### src/hdl/hds_pkg.sv
// Shared types and constants of the heat diffusion stencil sweep.
package hds_pkg;

	localparam int SIZE_BITS      = 10;
	localparam int GAIN_BITS      = 16;
	localparam int GAIN_SHIFT     = 18;  // Q0.16 gain plus the divide by four
	localparam int APB_DATA_BITS  = 32;
	localparam int APB_ADDR_BITS  = 3;

	localparam logic [SIZE_BITS-1:0] SIZE_RESET = 10'd1022;
	localparam logic [GAIN_BITS-1:0] GAIN_RESET = 16'd58982;  // 0.9 in Q0.16

	// Register index, taken from paddr[2]
	localparam logic REG_INTERIOR_SIZE  = 1'b0;
	localparam logic REG_DIFFUSION_GAIN = 1'b1;

	typedef struct packed {
		logic take;  // accepted cell completes an interior result
		logic last;  // that result is the final interior cell of the grid
	} hds_ctl_t;

endpackage

### src/hdl/hds_stencil_calc.sv
// Stencil arithmetic pipeline: Laplacian, gain multiply, floor shift, saturation.
module hds_stencil_calc
	import hds_pkg::*;
#(
	parameter int CELL_BITS = 16
) (
	input  logic                        clk,
	input  logic                        arst_n,
	input  hds_ctl_t                    ctl,
	input  logic signed [CELL_BITS-1:0] north,
	input  logic signed [CELL_BITS-1:0] south,
	input  logic signed [CELL_BITS-1:0] east,
	input  logic signed [CELL_BITS-1:0] west,
	input  logic signed [CELL_BITS-1:0] centre,
	input  logic        [GAIN_BITS-1:0] gain,
	output logic                        adv,
	output logic                        out_valid,
	input  logic                        out_ready,
	output logic signed [CELL_BITS-1:0] new_value,
	output logic                        grid_done
);

	localparam int LW = CELL_BITS + 3;
	localparam int PW = LW + GAIN_BITS + 1;
	localparam logic signed [PW-1:0] CELL_MAX = (PW'(1) <<< (CELL_BITS - 1)) - PW'(1);
	localparam logic signed [PW-1:0] CELL_MIN = -CELL_MAX - PW'(1);

	logic                        valid_s1, last_s1, valid_s2, last_s2;
	logic signed [LW-1:0]        lap, lap_s1;
	logic signed [CELL_BITS-1:0] centre_s1, centre_s2;
	logic signed [GAIN_BITS:0]   gain_s;
	logic signed [PW-1:0]        prod_s2, delta, total, sat;
	logic                        out_valid_q, grid_done_q;
	logic signed [CELL_BITS-1:0] new_value_q;

	assign adv = !out_valid_q || out_ready;

	assign lap = LW'(north) + LW'(south) + LW'(east) + LW'(west) - (LW'(centre) <<< 2);
	assign gain_s = $signed({1'b0, gain});

	// Floor shift, then add the centre and clamp to the cell range
	assign delta = prod_s2 >>> GAIN_SHIFT;
	assign total = delta + PW'(centre_s2);

	always_comb begin
		if (total > CELL_MAX) begin
			sat = CELL_MAX;
		end else if (total < CELL_MIN) begin
			sat = CELL_MIN;
		end else begin
			sat = total;
		end
	end

	always_ff @(posedge clk or negedge arst_n) begin
		if (!arst_n) begin
			valid_s1    <= 1'b0;
			last_s1     <= 1'b0;
			valid_s2    <= 1'b0;
			last_s2     <= 1'b0;
			out_valid_q <= 1'b0;
			grid_done_q <= 1'b0;
		end else if (adv) begin
			valid_s1    <= ctl.take;
			last_s1     <= ctl.last;
			valid_s2    <= valid_s1;
			last_s2     <= last_s1;
			out_valid_q <= valid_s2;
			grid_done_q <= last_s2;
		end
	end

	always_ff @(posedge clk) begin
		if (adv) begin
			lap_s1      <= lap;
			centre_s1   <= centre;
			prod_s2     <= PW'(lap_s1) * PW'(gain_s);
			centre_s2   <= centre_s1;
			new_value_q <= sat[CELL_BITS-1:0];
		end
	end

	assign out_valid = out_valid_q;
	assign new_value = new_value_q;
	assign grid_done = grid_done_q;

endmodule

### config.mk
export PLATFORM = sky130hd
export DESIGN_NAME = hds_stencil_calc
export DESIGN_NICKNAME = d
export VERILOG_FILES = /design/src/hdl/hds_pkg.sv /design/src/hdl/hds_stencil_calc.sv
export SDC_FILE = /design/constraint.sdc
export NUM_CORES = 1
export LEC_CHECK = 0
export ABC_AREA = 1
export BUFFER_PORTS_ARGS = -buffer_cell sky130_fd_sc_hd__buf_2
export CAP_MARGIN = 5
export CORE_MARGIN = 5
export CORE_UTILIZATION = 55
export DETAILED_ROUTE_END_ITERATION = 16
export PLACE_DENSITY = 0.83
export SLEW_MARGIN = 10
export SYNTH_ARGS = -nofsm -noshare
export SYNTH_HDL_FRONTEND = slang
export SYNTH_SLANG_ARGS = --single-unit
### constraint.sdc
create_clock -name clk -period 6.6 [get_ports clk]
set_input_delay 0.66 -clock clk [delete_from_list [all_inputs] [get_ports clk]]
set_output_delay 0.66 -clock clk [all_outputs]
set_load 0.03 [all_outputs]
==> results.txt <==
Status - completed
Tmin final - 6.15 ns
Worst Tran Pin Value - 0.944 ns
Crit path buffers/inverters - 3
Mapped Area - 18200 um^2
CTS Sinks - 91
GPL Wtd Cong - 0.934
Most common cell after layout, fill and taps aside - inv_1
First-pass GRT wire length - 73900 um
CTS tree - done
Slew headroom - 37.1%
Post-synth EDFFs - 85
Share of cells above drive strength 1 - 8.33%
DR vias - 13900
CP Cell Sequence - nand2_1 > fa_1 > fa_1 > fa_1 > inv_1 > fa_1 > fa_1 > inv_1 > fa_1 > inv_1 > ha_1 > nand2_1 > a21oi_1 > nor2_1 > o21ai_0 > a211oi_1 > nand2_1 > nand2_1 > nand2_1
# fillers - 2751
Most frequent cells in the layout - inv_1 (646), nand2_1 (554), fa_1 (357)
Remaining DRCs - 0
Post-synthesis sequential area ratio - 14.9%
Skew-Pair Late Insertion Delay - 0.35 ns
Drt wl/cell - 16.3 um
Initial antenna violation count - 0
Met3 WL post-DR - 2280 um
H-tree depth - 3
Vias in the first global route - 15200
Min-Delay Path Class - in -> async
Gr ovfl total - 0
Setup Crit Path Kind - reg -> reg
Gr usage total - 25.2%
Clk Tree Root Cell - clkbuf_16
Crit share post-route - 93.2%
Yosys warnings - 0
Num ports - 120
Largest net degree at the start of global routing - 64
Top Metal Used - met4
Die Ht - 192 um
Via density - 5.14
Die ar. - 36800 um^2
Area grow syn2layout - 7.85%
Core area - 32600 um^2
Final setup fails - 0
Final-report max-slew violation count - 0
Synth Instances - 2181
Die X - 192 um
Clock skew - 0.0104 ns
CTS Buf Count - 9
Unique masters post-synth - 40
Met1 WL - 17700 um
CTS Buffer Depth - 2
DRT iter0 DRCs - 929
Number of synthesized register bits - 91
Routed wire length - 44100 um
Ant diodes - 0
Syn Area/Cell - 8.34 um^2
Starting Density - 55.7%
Detail Placement HPWL - 37900 um
Slowest stage delay, CP - 0.83 ns
Slowest cell on crit path - edfxtp_1
FMAX - 0.163 GHz
RSZ-0062 raised after global routing - false
Critical Path RT - 6.71 ns
Router iterations before antenna repair - 6
Cell row count - 66
Met2 WL - 22200 um
Total Nets Final - 2849
ANT nets after route - 0
Type of destination of the critical path - flip-flop
Fin Setup TNS - 0 ns
Post-synth net total - 2766
Crit path launch type - flip-flop
Synth Flop Type - edfxtp_1
Final hold vios - 0
Crit path max-delay family - adder cells
Post_cts resized - 0
Async set or reset register ratio after synthesis - 6.59%
Port bufs - 119
Max-Cap Viols - 0
Most used cell, CP - fa_1
Critical path fanouts, max - 16
CTS clk-pin slew, worst paths - 0.07 ns
CP arrival - 6.26 ns
==> cell usage after synthesis, types with 3 or more instances <==
master	count	share of area (%)
nor3_1	7	0.19
xor2_1	26	1.3
a21o_1	7	0.29
inv_1	646	13
and3_1	5	0.17
o21ai_1	4	0.11
mux2_2	4	0.25
nand4_1	10	0.34
buf_1	4	0.083
nand3_1	30	0.83
o21ai_0	33	0.91
nand3_2	4	0.22
nand2_1	555	11
clkbuf_1	64	1.3
nor2_2	3	0.10
xnor2_1	17	0.82
a31oi_1	9	0.31
nor2_1	65	1.3
a21oi_1	66	1.8
nand2_2	14	0.48
o21bai_1	7	0.29
dfrtp_1	6	0.83
fa_1	357	39
nand3b_1	3	0.12
edfxtp_1	85	14
nor4_1	6	0.21
ha_1	127	8.7
==> worst register-to-register path: stages (launching register included) <==
cell	delay, ns
edfxtp_1	0.83
nand2_1	0.19
fa_1	0.58
fa_1	0.53
fa_1	0.52
inv_1	0.06
fa_1	0.51
fa_1	0.50
inv_1	0.06
fa_1	0.48
inv_1	0.04
ha_1	0.36
nand2_1	0.16
a21oi_1	0.05
nor2_1	0.28
o21ai_0	0.24
a211oi_1	0.32
nand2_1	0.08
nand2_1	0.07
nand2_1	0.04
==> per-stage QoR <==
stage          utilization (%)  hold WS (ns)  setup WS, ns  instances  cell area (um^2)
2_1_floorplan                -         0.364         0.515       2181             18200
3_5_place_dp              58.9         0.405         0.272       2692             19200
3_3_place_gp              58.9         0.403         0.407       2692             19200
6_report                  60.1         0.119         0.449       2711             19600
4_1_cts                   60.0         0.115         0.277       2708             19600
5_1_grt                   60.1         0.115         0.176       2711             19600
==> sequential cells by signal, indices dropped and copies added, names as in the netlist <==
name,cells
centre_s1,16
centre_s2,16
grid_done,1
lap_s1,19
last_s1,1
last_s2,1
new_value,16
out_valid,1
prod_s2,18
valid_s1,1
valid_s2,1
==> per-layer routing <==
metal | vias up | GRT usage [%]
met5 | - | 0
met4 | 0 | 10.2
met3 | 119 | 3.22
met2 | 445 | 43.1
met1 | 6897 | 32.9
li1 | 6474 | -
==> kinds of logic (layout without fill, tap and decap cells) <==
kind of cell               count (synthesis)  in the layout  share of synthesized area, %
AOI/OAI and AO/OA                        136            136                          4.19
xor gates and xnor gates                  43             43                          2.07
adders and majority gates                484            484                          48.0
buffers and inverters                    717            805                          14.9
DFF                                       91             91                          14.9
muxes                                      4              4                         0.248
and+or+nand+nor                          706            706                          15.7
==> layout make-up <==
cell class	instances	area, um^2	share of cell area [%]
Multi-Input combinational cell	1373	12800	65.1
Inverter	647	2430	12.4
Clock buffer	9	225	1.15
Sequential cell	91	2700	13.8
Timing Repair Buffer	142	781	3.98
Clock inverter	7	148	0.753
Tap cell	442	553	2.82
==> what timing repair did <==
action,in CTS,in global routing
hold buffers,0,0
hold endpoints to repair,0,0
setup endpoints to repair,0,7
setup buffers,0,3
==> worst paths after layout <==
path                              start           end  slack [ns]  cells after the start
max                          lap_s1[17]   prod_s2[29]        0.45                     19
min                              arst_n       last_s1        0.12                      1
max reg2reg                  lap_s1[17]   prod_s2[29]        0.45                     19
min reg2reg                centre_s1[0]  centre_s2[0]        0.42                      0
max in group asynchronous        arst_n      valid_s1        6.34                      1
min in group clk           centre_s1[0]  centre_s2[0]        0.42                      0
Power is not shown: default switching activity piles up to over one toggle a cycle in this logic, so the estimate is an artifact.
